File: src/rtl/gmeb_ram.sv
// ----------------------------------------------------------------------------
// gmeb_ram
// Generic single-write, single-read RAM with a registered read port.
// ----------------------------------------------------------------------------
`default_nettype none

module gmeb_ram #(
  parameter int WIDTH = 8,
  parameter int DEPTH = 16
) (
  input  wire logic                                    clk_i,
  input  wire logic                                    we_i,
  input  wire logic [(DEPTH > 1 ? $clog2(DEPTH) : 1)-1:0] waddr_i,
  input  wire logic [WIDTH-1:0]                        wdata_i,
  input  wire logic                                    re_i,
  input  wire logic [(DEPTH > 1 ? $clog2(DEPTH) : 1)-1:0] raddr_i,
  output logic      [WIDTH-1:0]                        rdata_o
);

  logic [WIDTH-1:0] mem_q [DEPTH];
  logic [WIDTH-1:0] rdata_q;

  always_ff @(posedge clk_i) begin
    if (we_i) begin
      mem_q[waddr_i] <= wdata_i;
    end
    if (re_i) begin
      rdata_q <= mem_q[raddr_i];
    end
  end

  assign rdata_o = rdata_q;

endmodule

`default_nettype wire

File: config.mk
export PLATFORM = sky130hd
export DESIGN_NAME = gmeb_ram
export DESIGN_NICKNAME = d
export VERILOG_FILES = /design/src/rtl/gmeb_ram.sv
export SDC_FILE = /design/constraint.sdc
export NUM_CORES = 1
export LEC_CHECK = 0
export ABC_AREA = 1
export ABC_CLOCK_PERIOD_IN_PS = 1100
export BUFFER_PORTS_ARGS = -buffer_cell sky130_fd_sc_hd__buf_4
export CAP_MARGIN = 20
export CORE_MARGIN = 4
export CORE_UTILIZATION = 40
export CTS_CLUSTER_SIZE = 40
export DETAILED_ROUTE_END_ITERATION = 12
export PLACE_DENSITY_LB_ADDON = 0.15
export SKIP_LAST_GASP = 1
export SYNTH_ARGS = -nofsm -noshare
export SYNTH_HDL_FRONTEND = slang
export SYNTH_SLANG_ARGS = --single-unit
File: constraint.sdc
create_clock -name clk_i -period 1.1 [get_ports clk_i]
set_clock_uncertainty 0.05 [all_clocks]
set_input_delay 0.165 -clock clk_i [delete_from_list [all_inputs] [get_ports clk_i]]
set_output_delay 0.165 -clock clk_i [all_outputs]
set_load 0.01 [all_outputs]
After elaboration in Yosys (flattened, before gate mapping)

Memory sizes are Yosys's and may differ from the RTL's. A register that Yosys moved wholly into a read port is not among the register bits.
Index checks and enable logic that the tools add are counted.

Memories: 1
Memory bits (read-only): 0
Flip-flop bits (word level): 0
Latch bits: 0
Output and inout port bits: 8
Word-level logic and storage cells: 3
Memory bits (writable): 128

Memories:

| name  | depth | width | rd ports | clocked after memory_dff | write ports | line | source |
|---|---|---|---|---|---|---|---|
| mem_q | 16    | 8     | 1        | 1                        | 1           | 20   | `logic [WIDTH-1:0] mem_q [DEPTH];` |

Multipliers: 0
Shift operators: 0
Bitwise logic cells: 0
Equality and inequality tests: 0
Reduce and logical (&&, ||, !) cells: 0
Div/mod/pow operators: 0
Add/subtract/negate cells: 0
$lt $le $gt $ge: 0
Muxes and demuxes: 2

Operators by type and width:

| kind   | count |
|---|---|
| $mux 1 | 2 |

Longest topological paths before layout

Depth after elaboration: 2
Mapped depth: 8
Gate-level depth less buffers: 7

Worst setup path before layout

No wires, ideal clock.

Kind: input -> register
Start point: input port waddr_i[3] in the netlist's numbering
End point: memory mem_q[4][0], enable pin
Library setup time: 0.370 ns
Buffers on the path: 0
Arrival: 0.746 ns
Stages on the path: 2
Path slack: -0.066 ns
Path through: nand3b_1 nor2_1

RTL lines:

| element     | line | source |
|---|---|---|
| from (decl) | 13   | `input wire logic [(DEPTH > 1 ? $clog2(DEPTH) : 1)-1:0] waddr_i,` |
| to (decl)   | 20   |  |

Straight into the memory's write port.

Worst setup path in the final report

Start point: register rdata_q[6], in the netlist rdata_o[6] (read register of mem_q)
End point: output port rdata_o[6]

RTL lines:

| element     | line | source |
|---|---|---|
| from (decl) | 21   | `logic [WIDTH-1:0] rdata_q;` |
| to (decl)   | 17   | `output logic [WIDTH-1:0] rdata_o` |

No word-level cell between the ends.

==> impl_metrics.toml <==
[timing]
rsz0062_at_grt = "true"
hold_viol = 0
relSlewSlack = 0.719
max_slew.worst_pin.slew_ns = 0.421
fin_ws_ns = -0.0931
finalCriticalPeriod_ns = 1.19
setup_viol = 12
maxSlewViolCount = 0
finalSetupTns_ns = -0.620
min_period_over_period = 1.08
max_freq_mhz = 838

[global_route]
track_usage = 0.177
grt_antenna_before_repair = 0
grt_max_degree = 34
grt_pass1_wl_um = 21500
gr-total-overflow = 0
grt_pass1_vias = 3685

[yosys]
synth_area_leaders = "edfxtp_1 70%, nand2_1 11%, nand3_1 8.3%, inv_1 6.4%, buf_6 1.2%"
syn_area_per_cell_um2 = 10.6
ys_warn_count = 0
synth_area_leader_cell = "edfxtp_1"
synth_cells = 551
synth-seq-cells = 136
synth_seq_area_share = 0.698
ys_types = 11
yosysTopAreaCellShare = 0.698
syn-cell-area_um2 = 5850
syn_nets = 570

[worst_setup_path]
slowest_delay_ns = 0.42
crit_family = "flip-flops"
cp-end-kind = "primary output"
setup.worst_path.class = "reg -> out"
cp-start-kind = "register"
path_cells = "buf_6"
cp.required_ns = 0.88
path_max_fanout = 1
cp.arrival_ns = 0.98
timing.critical_path.buf_inv = 1
slowest_stage = "edfxtp_1"

[cells_and_area]
area_delta_synth_final_pct = 25.3
final_common_cell = "nand2_1"
fin_nets = 620
nFillCells = 1220
final_layout_size_suffix_gt1_frac = 0.220
ff_latch_area_um2 = 4080
multiInputGateArea_um2 = 1460
n_antenna_cell = 0
final_cell_mix = "173 x nand2_1, 136 x edfxtp_1, 100 x inv_1"

[floorplan]
die-area_um2 = 16600
chipWidth_um = 129
rows = 43
fp.coreArea_um2 = 14100
die_h_um = 129
ios = 27
initial_utilization = 0.415

[clocking]
clk_pin_slew_ns = 0.05
clock_path_buffers = 2
ctsHoldBuffers = 0
cts_tree = "done"
cts_made_buffers = 17
cts_sinks = 136
worst_skew_pair.late_latency_ns = 0.42
clock-root-buffer = "clkbuf_16"
htree_num_levels = 4

[detailed_routing]
wl_um = 13900
wl_per_cell_um = 17.5
via_per_inst = 4.83
drtPass1Iterations = 5
detail_route.iter0.violations = 489
drc = 0
vias = 3835
drtAntennaViolNets = 0

[status]
outcome = "finished with violations"
violations = "setup timing"

[run]
cap_violations = 0

[placed_design]
hpwlAfterDp_um = 8580
port-buffer-count = 26
place_congestion = 0.798

[power_and_ir_drop]
p_leak_nw = 3.14
totalPowerFinal_mw = 12.5
powerDensity_nw_per_um2 = 1710
ir_drop_v = 0.00103

[hold_path]
hold_path_class = "in -> reg"
==> cells in the mapped netlist <==
master	n
buf_1	1
inv_2	2
nor2_1	17
inv_1	100
nand3b_1	2
nand2_1	173
buf_4	4
edfxtp_1	136
nand3_1	97
buf_6	6
buf_2	13
==> final timing paths <==
check | start | to | slack (ns) | cells after the start
worst max-delay path | rdata_o[6] | rdata_o[6] | -0.09 | 1
worst min-delay path | re_i | rdata_o[7] | 0.02 | 1
worst max register to register | mem_q[2][2] | rdata_o[2] | -0.01 | 6
worst min register to register | mem_q[13][2] | rdata_o[2] | 0.70 | 6
==> timing repair <==
item | in CTS | in global routing
pin swaps | 15 | 18
resized for setup | 35 | 19
buffers inserted | 0 | 0
endpoints found under the setup margin | 16 | 16
==> per-layer routing <==
layer	track usage	routed length [um]
met5	0	0
met1	0.248	6350
met2	0.270	6470
met4	0.0642	256
met3	0.0415	801
==> final cells by class <==
type / instances / area share
clock buffer: 20 / 0.0596
clock inverter: 12 / 0.0214
inverter: 102 / 0.0523
multi-input combinational: 289 / 0.200
sequential: 136 / 0.558
tap: 180 / 0.0308
timing repair buffer: 55 / 0.0788
==> power by group <==
part	total, mW	switching [mW]	internal [mW]
Combinational	0.897	0.571	0.325
Clock	5.73	1.99	3.74
Sequential	5.88	0.0372	5.84
==> logic make-up after synthesis <==
logic type,share of synthesized area
DFF,0.698
buffers and inverters,0.0939
and+or+nand+nor,0.208
==> stage by stage <==
stage | cell area [um2] | setup slack (ns) | cells | utilization | hold WS, ns
4_1_cts | 7230 | -0.117 | 794 | 0.513 | 0.00877
2_1_floorplan | 5860 | -0.0658 | 551 | - | 0.214
3_3_place_gp | 6470 | -0.310 | 762 | 0.459 | 0.442
3_5_place_dp | 6470 | -0.339 | 762 | 0.459 | 0.442
5_1_grt | 7320 | -0.128 | 794 | 0.520 | 0.0106
6_report | 7320 | -0.0931 | 794 | 0.520 | 0.0185
==> flip-flops by register name, summed over array words and instances (netlist names) <==
name / cells
rdata_o: 8
mem_q: 128
(Power assumes the default switching activity.)
