[src/rtl/gmeb_div.sv]
// ----------------------------------------------------------------------------
// gmeb_div
// Restoring unsigned divider, one quotient bit per cycle.
// ----------------------------------------------------------------------------
`default_nettype none

module gmeb_div #(
  parameter int DVD_W = 57,
  parameter int DVS_W = 47
) (
  input  wire logic             clk_i,
  input  wire logic             rst_ni,
  input  wire logic             start_i,
  input  wire logic [DVD_W-1:0] dividend_i,
  input  wire logic [DVS_W-1:0] divisor_i,
  output logic                  done_o,
  output logic      [DVD_W-1:0] quotient_o
);

  localparam int STEP_W = $clog2(DVD_W + 1);

  logic              busy_q;
  logic              done_q;
  logic [STEP_W-1:0] step_q;
  logic [DVD_W-1:0]  quo_q, quo_d;
  logic [DVS_W-1:0]  rem_q, rem_d;
  logic [DVS_W-1:0]  dvs_q;
  logic [DVS_W:0]    shifted;
  logic              ge;

  always_comb begin
    shifted = {rem_q, quo_q[DVD_W-1]};
    ge      = shifted >= {1'b0, dvs_q};
    rem_d   = ge ? DVS_W'(shifted - {1'b0, dvs_q}) : shifted[DVS_W-1:0];
    quo_d   = {quo_q[DVD_W-2:0], ge};
  end

  always_ff @(posedge clk_i or negedge rst_ni) begin
    if (!rst_ni) begin
      busy_q <= 1'b0;
      done_q <= 1'b0;
      step_q <= '0;
    end else begin
      done_q <= 1'b0;
      if (start_i) begin
        busy_q <= 1'b1;
        step_q <= '0;
      end else if (busy_q) begin
        step_q <= step_q + 1'b1;
        if (step_q == STEP_W'(DVD_W - 1)) begin
          busy_q <= 1'b0;
          done_q <= 1'b1;
        end
      end
    end
  end

  always_ff @(posedge clk_i) begin
    if (start_i) begin
      quo_q <= dividend_i;
      rem_q <= '0;
      dvs_q <= divisor_i;
    end else if (busy_q) begin
      quo_q <= quo_d;
      rem_q <= rem_d;
    end
  end

  assign done_o     = done_q;
  assign quotient_o = quo_q;

endmodule

`default_nettype wire

[config.mk]
export PLATFORM = sky130hd
export DESIGN_NAME = gmeb_div
export DESIGN_NICKNAME = d
export VERILOG_FILES = /design/src/rtl/gmeb_div.sv
export SDC_FILE = /design/constraint.sdc
export NUM_CORES = 1
export LEC_CHECK = 0
export ABC_AREA = 1
export BUFFER_PORTS_ARGS = -buffer_cell sky130_fd_sc_hd__buf_2
export CAP_MARGIN = 20
export CORE_MARGIN = 1
export CORE_UTILIZATION = 40
export CTS_CLUSTER_SIZE = 16
export DETAILED_ROUTE_END_ITERATION = 10
export PLACE_DENSITY = 0.68
export SYNTH_ARGS = -nofsm -noshare
export SYNTH_HDL_FRONTEND = slang
export SYNTH_SLANG_ARGS = --single-unit
[constraint.sdc]
create_clock -name clk_i -period 2.3 [get_ports clk_i]
set_input_delay 0.23 -clock clk_i [delete_from_list [all_inputs] [get_ports clk_i]]
set_output_delay 0.23 -clock clk_i [all_outputs]
set_load 0.02 [all_outputs]
# Word-level counts from Yosys, hierarchy flattened
# Index checks and enable logic that the tools add are counted.
classes:
  addsub: 2
  multipliers: 0
  div: 0
  order_cmp: 1
  eq_ne: 1
  shifts: 0
  muxes: 11
  n_bitwise: 0
  n_reduce_logical: 1
ops:
  columns: ["op", "n"]
  rows:
  - ["57-bit two-way mux", 2]
  - ["48-bit by 47-bit >= comparator with 1-bit output", 1]
  - ["47-bit two-way mux", 1]
  - ["47-bit subtractor", 1]
  - ["6-bit two-way mux", 2]
  - ["6-bit by 1-bit adder with 6-bit output, second input constant", 1]
  - ["6-bit == test, second input constant", 1]
  - ["1-bit two-way mux", 6]
  - ["2-bit nonzero test", 1]
word_totals:
  ff_bits: 159
  latch_bits: 0
  mem_bits_rw: 0
  romBits: 0
  n_memories: 0

# Longest topological paths before layout
# Gate-level depths: netlist of run 1.
depth:
  word_depth: 4
  ltp_mapped: 18
  depth_no_buf: 16

# Least setup slack after synthesis of run 1
# Ideal clock, no wire load.
synth_timing:
  path_kind: "register to register"
  start: "register quo_q[56], in the netlist quotient_o[56]"
  end: "register rem_q[39]"
  arrival_ns: 2.234
  required_ns: 2.188
  path_slack_ns: -0.046
  path_stages_with_launch: 18
  period_less_slack_ns: 2.346
  cell_sequence: "edfxtp_1 inv_1 ha_1 fa_1 inv_1 nand2_1 nand2_1 nand3_1 nand2_2 nand2_1 nand2_2 nand2_1 nand4_2 buf_6 buf_4 nand3_1 nand2_1 nand2_1"
synth_between:
  elab_chain_len: 2
  elab_cells_between_ends: 3
synth_lines:
  columns: ["element", "line", "text"]
  rows:
  - ["start, declared", "25", "logic [DVD_W-1:0] quo_q, quo_d;"]
  - ["start signal, assigned", "60", "quo_q <= dividend_i;"]
  - ["start signal, assigned", "64", "quo_q <= quo_d;"]
  - ["47-bit subtractor or 48-bit by 47-bit >= comparator with 1-bit output (tied branches)", "34, 33", null]
  - ["47-bit two-way mux *", "34", "rem_d = ge ? DVS_W'(shifted - {1'b0, dvs_q}) : shifted[DVS_W-1:0];"]
  - ["end signal, assigned", "65", "rem_q <= rem_d;"]
  - ["end, declared", "26", "logic [DVS_W-1:0] rem_q, rem_d;"]
# Mark *: on every way between the ends. The rest lies on a longest branch, timed or not.
# A chain may end at the register's enable or synchronous reset.

# Worst setup path in the final report of run 1
layout_timing:
  start: "register dvs_q[0]"
  end: "register rem_q[41]"
layout_between:
  elab_chain_len: 2
  elab_cells_between_ends: 3
layout_lines:
  columns: ["element", "line", "text"]
  rows:
  - ["start, declared", "27", "logic [DVS_W-1:0] dvs_q;"]
  - ["start signal, assigned", "62", "dvs_q <= divisor_i;"]
  - ["47-bit subtractor or 48-bit by 47-bit >= comparator with 1-bit output (tied branches)", "34, 33", null]
  - ["47-bit two-way mux *", "34", null]
# Marks and branches as above.

==> flow_summary.json, run 1 <==
{
  "status": "finished, violations left",
  "violations": "negative setup slack",
  "ys_ff_latch": 159,
  "grt_pass1_wl_mm": 45.7,
  "max-cap-violations": 0,
  "grt_max_degree": 84,
  "worstPathArrival_ps": 2660,
  "slowest_stage": "edfxtp_1",
  "place_area_um2": 11900,
  "cp-start-kind": "flop",
  "powerDensity_nw_per_um2": 536,
  "postRouteWirelength_mm": 28.9,
  "gp_congestion": 0.940,
  "fill_cells": 2476,
  "grt_use_total_pct": 21.8,
  "final.setup.worst_slack_ps": -26.2,
  "most-common-layout-cells": "675 x nand2_1, 240 x inv_1, 163 x buf_2",
  "die_w_um": 163,
  "yosysWarningCount": 0,
  "path_cells": "ha_4 > fa_2 > inv_2 > nand2_2 > nand2_2 > nand3_2 > nand2_2 > nand2_2 > nand2_2 > nand2_2 > nand4_4 > buf_6 > clkbuf_16 > nand3_1 > nand2_1 > nand2_1",
  "viasPerCell": 4.66,
  "synth_area_per_cell_um2": 6.70,
  "drv_slew": 0,
  "synthCells": 1550,
  "synth.area.top_cells": "edfxtp_1 30%, nand2_1 25%, dfxtp_1 9.1%",
  "cts_sinks": 159,
  "p_switching_w": 0.00210,
  "hold_viol_final": 0,
  "finalPower_w": 0.00721,
  "tns_ps": -63.6,
  "critPathKind": "reg -> reg",
  "finalSetupViolCount": 8,
  "timing.slew.headroom_pct": 65.4,
  "antenna_found_initial": 0,
  "ctsRootBufferMaster": "clkbuf_16",
  "cts_tree": "built",
  "firstDrtPassIters": 6,
  "cpMostUsedCell": "nand2_2",
  "worst_slew_pin_slew_ps": 520,
  "synth_ff_type": "edfxtp_1",
  "skew_ps": 19.0,
  "p_int_w": 0.00511,
  "crit_required_ps": 2640,
  "syn-num-nets": 1707,
  "max_stage_delay_ps": 420,
  "final_nets": 1959,
  "port_buffers": 164,
  "drive_gt1_share_pct": 18.3,
  "drcViolationCount": 0,
  "yosysSeqAreaShare_pct": 41.1,
  "dp_worst_setup_slack_ps": 3.59,
  "regArea_um2": 4260,
  "layout_commonest_cell": "nand2_1",
  "post-dp-hpwl_mm": 21.1,
  "synth_top_area_share_pct": 30.1,
  "min_period_over_period_pct": 101,
  "p_leak_nw": 7.09,
  "synthDistinctLibCells": 33,
  "peakVddDrop_mv": 0.481,
  "h-tree-depth": 4,
  "multi_input_area_um2": 5320,
  "fp-row-count": 58,
  "p_comb_share_pct": 14.3,
  "critical_path.endpoint_type": "flop",
  "design.core.area_um2": 25300,
  "fmax_mhz": 430,
  "numCtsBuffers": 17,
  "yosys.area.top_type": "edfxtp_1",
  "cts_max_path_buffers": 2,
  "syn_to_final_growth_pct": 29.5,
  "die-area_um2": 26600,
  "drt_iter0_drc": 565,
  "finalCriticalPeriod_ps": 2330,
  "seqPwrFrac_pct": 45.9,
  "clk_latency_ps": 450,
  "avgRoutedWirePerCell_um": 13.5,
  "detail-route-antenna-nets": 0,
  "rsz0062_at_grt": "true",
  "grt_pass1_vias": 9281,
  "clkSlewWorstSetupHoldPaths_ps": 80,
  "n_antenna_cell": 0,
  "clock_power_share_pct": 39.8,
  "die-height_um": 163,
  "path_max_fanout": 17,
  "p_sw_share_pct": 29.2,
  "final_cell_area_um2": 13400,
  "syn_area_um2": 10400,
  "num_vias": 10000,
  "synth-async-reset-ratio_pct": 5.03,
  "io_pins": 165,
  "initial_core_util_pct": 41.0,
  "hold_class": "in -> reg",
  "overflow": 0,
  "synth_edf_count": 104
}
## metrics by stage
stage                     std cells  util (%)  hold slack, ps
after floorplan                1550         -           -65.6
after global placement         2054      46.8            82.0
after detailed placement       2054      46.8            89.4
after CTS                      2135      51.3            27.5
after global routing           2145      53.1            43.7
final                          2145      53.1            44.0
## worst max-delay path, delay by kind of cell (launching register included)
| kind | cells | cell delay, ps |
|---|---|---|
| fa+ha+maj | 2 | 590 |
| buf+inv | 3 | 400 |
| flops | 1 | 420 |
| simple gates | 11 | 790 |
## flip-flops by register name, indices dropped and copies added (netlist names)
register,count
busy_q,1
done_o,1
quotient_o,57
step_q,6
dvs_q,47
rem_q,47
## per-layer routing
layer	vias to the layer above	wire [um]	global-route usage [%]
met4	0	478	6.92
met1	4434	13300	28.6
met5	-	0	0
li1	5219	-	-
met3	29	1850	4.09
met2	318	13300	36.1
## timing repair
action	in CTS	in global routing
hold endpoints to repair	55	0
hold buffers	48	0
setup buffers	0	5
pin swaps	2	18
endpoints found under the setup margin	2	48
cloned	1	5
gates resized for setup	9	70
## area by class of cell
| cell class | count | share of cell area [%] |
|---|---|---|
| tap | 330 | 3.07 |
| inverter | 252 | 7.03 |
| timing repair buffer | 265 | 14.2 |
| clock inverter | 15 | 1.25 |
| multi-input combinational | 1107 | 39.6 |
| clock buffer | 17 | 3.16 |
| sequential | 159 | 31.7 |
## kinds of logic after synthesis
kind of cell / share of synthesized area, %
DFF: 41.1
and+or+nand+nor: 36.7
adders and majority gates: 6.09
AOI/OAI and AO/OA: 3.16
xor gates and xnor gates: 2.36
buffers and inverters: 10.7
## cells in the mapped netlist (5+ instances only)
cell	instances
inv_1	242
nor2_2	5
nor3_1	9
dfrtp_1	8
o21ai_0	15
edfxtp_1	104
ha_1	49
o21bai_1	7
nand3_1	53
nand2_1	703
clkbuf_1	22
dfxtp_1	47
a21oi_1	37
xnor2_1	25
nor2_1	172
nand3b_1	7
nand4_1	9
inv_2	9
## final timing paths
| kind | start | depth (start not counted) | to | slack, ps |
|---|---|---|---|---|
| max in group asynchronous | rst_ni | 2 | step_q[5]$_DFFE_PN0P_ | 1930 |
| min in group asynchronous | rst_ni | 2 | step_q[1]$_DFFE_PN0P_ | 180 |
| worst min register to register | rem_q[33]$_SDFFE_PP0P_ | 2 | rem_q[33]$_SDFFE_PP0P_ | 470 |
| worst max register to register | dvs_q[0]$_DFFE_PP_ | 16 | rem_q[41]$_SDFFE_PP0P_ | -30 |
| worst min-delay path | dividend_i[21] | 3 | quotient_o[21]$_DFFE_PP_ | 40 |
| worst max-delay path | dvs_q[0]$_DFFE_PP_ | 16 | rem_q[41]$_SDFFE_PP0P_ | -30 |
## power by group through the flow
stage	Clock [W]	Combinational (W)	Sequential, W
floorplan	0	0.000442	0.00347
global placement	0	0.000909	0.00337
detailed placement	0	0.000921	0.00336
CTS	0.00293	0.000990	0.00331
global route	0.00304	0.00115	0.00333
finish	0.00287	0.00103	0.00331
Note: power is estimated with default switching activity, not from simulation.
==> run 2, diff against run 1 <==
--- a/config.mk
+++ b/config.mk
@@ -5,14 +5,14 @@
 export SDC_FILE = /design/constraint.sdc
 export NUM_CORES = 1
 export LEC_CHECK = 0
-export ABC_AREA = 1
 export BUFFER_PORTS_ARGS = -buffer_cell sky130_fd_sc_hd__buf_2
 export CAP_MARGIN = 20
 export CORE_MARGIN = 1
 export CORE_UTILIZATION = 40
 export CTS_CLUSTER_SIZE = 16
 export DETAILED_ROUTE_END_ITERATION = 10
-export PLACE_DENSITY = 0.68
+export PLACE_DENSITY = 0.69
+export RECOVER_POWER = 50
 export SYNTH_ARGS = -nofsm -noshare
 export SYNTH_HDL_FRONTEND = slang
 export SYNTH_SLANG_ARGS = --single-unit
==> run 2 against run 1 <==
Net effect:
- the flow still finishes with violations (negative setup slack)
- global-route usage up 1.0 points
- combinational power rose to 8.6 times the previous value
- die area down 13%
- hold slack better by 42 ps
- sequential cell count unchanged
- clock power up 2%
- largest power group is now combinational cells
- highest routed layer unchanged
==> flow_summary.json, run 2 <==
{
  "status": "finished, violations left",
  "violations": "negative setup slack",
  "reg2reg_slack_ps": -730,
  "critical_path.endpoint_type": "flop",
  "firstDrtPassIters": 7,
  "overflow": 0,
  "die_w_um": 153,
  "cts_tree": "built",
  "hold_viol_final": 0,
  "critPathKind": "reg -> reg",
  "die-area_um2": 23300,
  "synth_top_family_by_area": "compound AO/OA/AOI/OAI gates",
  "r2r_end": "rem_q[42]$_SDFFE_PP0P_",
  "crit_start": "quotient_o[56]$_DFFE_PP_",
  "h-tree-depth": 4,
  "synth-simple-area-share_pct": 11.0,
  "synth.area.top_cells": "edfxtp_1 34%, dfxtp_1 10%, mux2_2 7.2%",
  "syn_area_um2": 9060,
  "grt_pass1_vias": 8734,
  "path_max_fanout": 3,
  "worst_slew_pin_slew_ps": 1240,
  "dp_worst_setup_slack_ps": -755,
  "antenna_found_initial": 0,
  "n_antenna_cell": 0,
  "final_core_util_pct": 63.2,
  "tns_ps": -27290,
  "detail-route-antenna-nets": 0,
  "timing.critical_path.to": "rem_q[42]$_SDFFE_PP0P_",
  "p_switching_w": 0.00598,
  "crit_required_ps": 2650,
  "finalCriticalPeriod_ps": 3030,
  "yosysWarningCount": 0,
  "synth_compound_area_share_pct": 17.0,
  "hold_class": "in -> reg",
  "synth_ff_type": "edfxtp_1",
  "fmax_mhz": 330,
  "synth_top_area_share_pct": 34.5,
  "drcViolationCount": 0,
  "clk_latency_ps": 440,
  "num_vias": 8466,
  "timing.slew.headroom_pct": 17.6,
  "synth_most_common_cell": "edfxtp_1",
  "avgRoutedWirePerCell_um": 16.5,
  "place_inst": 1480,
  "clock_power_share_pct": 18.7,
  "p_comb_share_pct": 56.7,
  "max-cap-violations": 0,
  "finalSetupViolCount": 48,
  "p_int_w": 0.00971,
  "powerDensity_nw_per_um2": 1130,
  "worstPathArrival_ps": 3380,
  "worstRegToRegCells": 14,
  "synth_xor_area_share_pct": 4.25,
  "r2r_start": "quotient_o[56]$_DFFE_PP_",
  "rsz0062_at_grt": "true",
  "p_sw_share_pct": 38.1,
  "final.setup.worst_slack_ps": -732,
  "grt_use_total_pct": 22.8,
  "synth_area_per_cell_um2": 10.2,
  "yosys-top-cells-count": "104 x edfxtp_1, 75 x nor2_1, 72 x a21oi_1",
  "numCtsBuffers": 17,
  "grt_max_degree": 58,
  "fp-row-count": 54,
  "port_buffers": 164,
  "synthDistinctLibCells": 66,
  "syn-num-nets": 1048,
  "grt_pass1_wl_mm": 42.5,
  "cp-start-kind": "flop",
  "post-dp-hpwl_mm": 17.5,
  "clkSlewWorstSetupHoldPaths_ps": 80,
  "die-height_um": 153,
  "synth_mux_area_share_pct": 8.36,
  "finalNonFillerCells": 1592,
  "p_leak_nw": 6.24,
  "skew_ps": 12.8,
  "whs_ps": 86.3,
  "syn_to_final_growth_pct": 53.7,
  "cts_max_path_buffers": 2,
  "initial_core_util_pct": 41.2,
  "min_period_over_period_pct": 132,
  "layout_commonest_cell": "buf_4",
  "viasPerCell": 5.32,
  "final_nets": 1456,
  "seqPwrFrac_pct": 24.6,
  "drive_gt1_share_pct": 47.6,
  "gp_congestion": 0.871,
  "drt_iter0_drc": 393,
  "ctsRootBufferMaster": "clkbuf_16",
  "yosysSeqAreaShare_pct": 47.0,
  "postRouteWirelength_mm": 26.3,
  "synth_edf_count": 104,
  "cts_sinks": 159,
  "yosys.area.top_type": "edfxtp_1",
  "largest_reg_flops": 57,
  "most-common-layout-cells": "199 x buf_4, 158 x buf_2, 104 x edfxtp_1",
  "synth_fa_ha_area_share_pct": 6.98,
  "ys_ff_latch": 159,
  "peakVddDrop_mv": 0.699,
  "drv_slew": 0,
  "synth-async-reset-ratio_pct": 5.03,
  "design.core.area_um2": 22000,
  "io_pins": 165,
  "synthCells": 891
}
==> run 2: worst max-delay path, cell delays in order, from the launching register on <==
cell and delay (ps):
edfxtp_1 380, inv_1 70, ha_2 180, fa_2 200, nand2b_4 120, a21oi_2 70, o21ai_4 220, o21a_4 180
o21ai_4 70, a211oi_4 300, o21ai_2 110, a221oi_2 360, o21ai_2 110, mux2_4 310, a311oi_2 250
==> run 2: worst min-delay path by stage <==
stage | startpoint | end | depth (start not counted)
6_report | dividend_i[38] | quotient_o[38]$_DFFE_PP_ | 2
5_1_grt | dividend_i[39] | quotient_o[39]$_DFFE_PP_ | 2
4_1_cts | dividend_i[39] | quotient_o[39]$_DFFE_PP_ | 2
3_5_place_dp | rst_ni | done_o$_DFF_PN0_ | 1
3_3_place_gp | rst_ni | done_o$_DFF_PN0_ | 1
2_1_floorplan | rst_ni | busy_q$_DFF_PN0_ | 0
==> run 2: metrics by stage <==
stage / power, W / cell area [um^2]
after floorplan: 0.00781 / 9290
after global placement: 0.0102 / 11800
after detailed placement: 0.0103 / 11800
after global routing: 0.0165 / 13900
after CTS: 0.0154 / 13800
final: 0.0157 / 13900
==> run 2: area by class of cell <==
cell class                      count  area (um^2)
Sequential cell                   159         4270
Multi-Input combinational cell    616         5090
Fill cell                        1709         8100
Clock inverter                     15          186
Timing Repair Buffer              444         3370
Clock buffer                       17          425
Tap cell                          280          350
Inverter                           61          240
==> run 2: kinds of logic (layout without fill, tap and decap cells) <==
family	count (synthesis)	after routing
xor+xnor	44	44
flops	159	159
compound gates	239	239
simple gates	215	215
buf+inv	116	537
fa+ha+maj	50	50
mux	68	68
==> run 2: power groups by stage <==
stage	Sequential, W	Clock (W)	Combinational (W)
2_1_floorplan	0.00401	0	0.00380
3_3_place_gp	0.00386	0	0.00637
3_5_place_dp	0.00387	0	0.00647
4_1_cts	0.00384	0.00298	0.00856
5_1_grt	0.00391	0.00309	0.00953
6_report	0.00385	0.00294	0.00890
==> run 2: metal layers <==
layer	vias up	track usage, %	part of all wire (%)
met5	-	0	0
met4	0	10.2	3.0
met3	56	4.44	5.4
met2	299	40.7	51
met1	4041	26.7	41
li1	4070	-	-
==> run 2: timing repair <==
item / CTS / global route
resized for setup: 122 / 52
cloned: 10 / 0
endpoints found under the hold margin: 55 / 0
pin swaps: 65 / 36
setup endpoints to repair: 48 / 48
hold buffers: 48 / 0
buffers inserted: 22 / 7
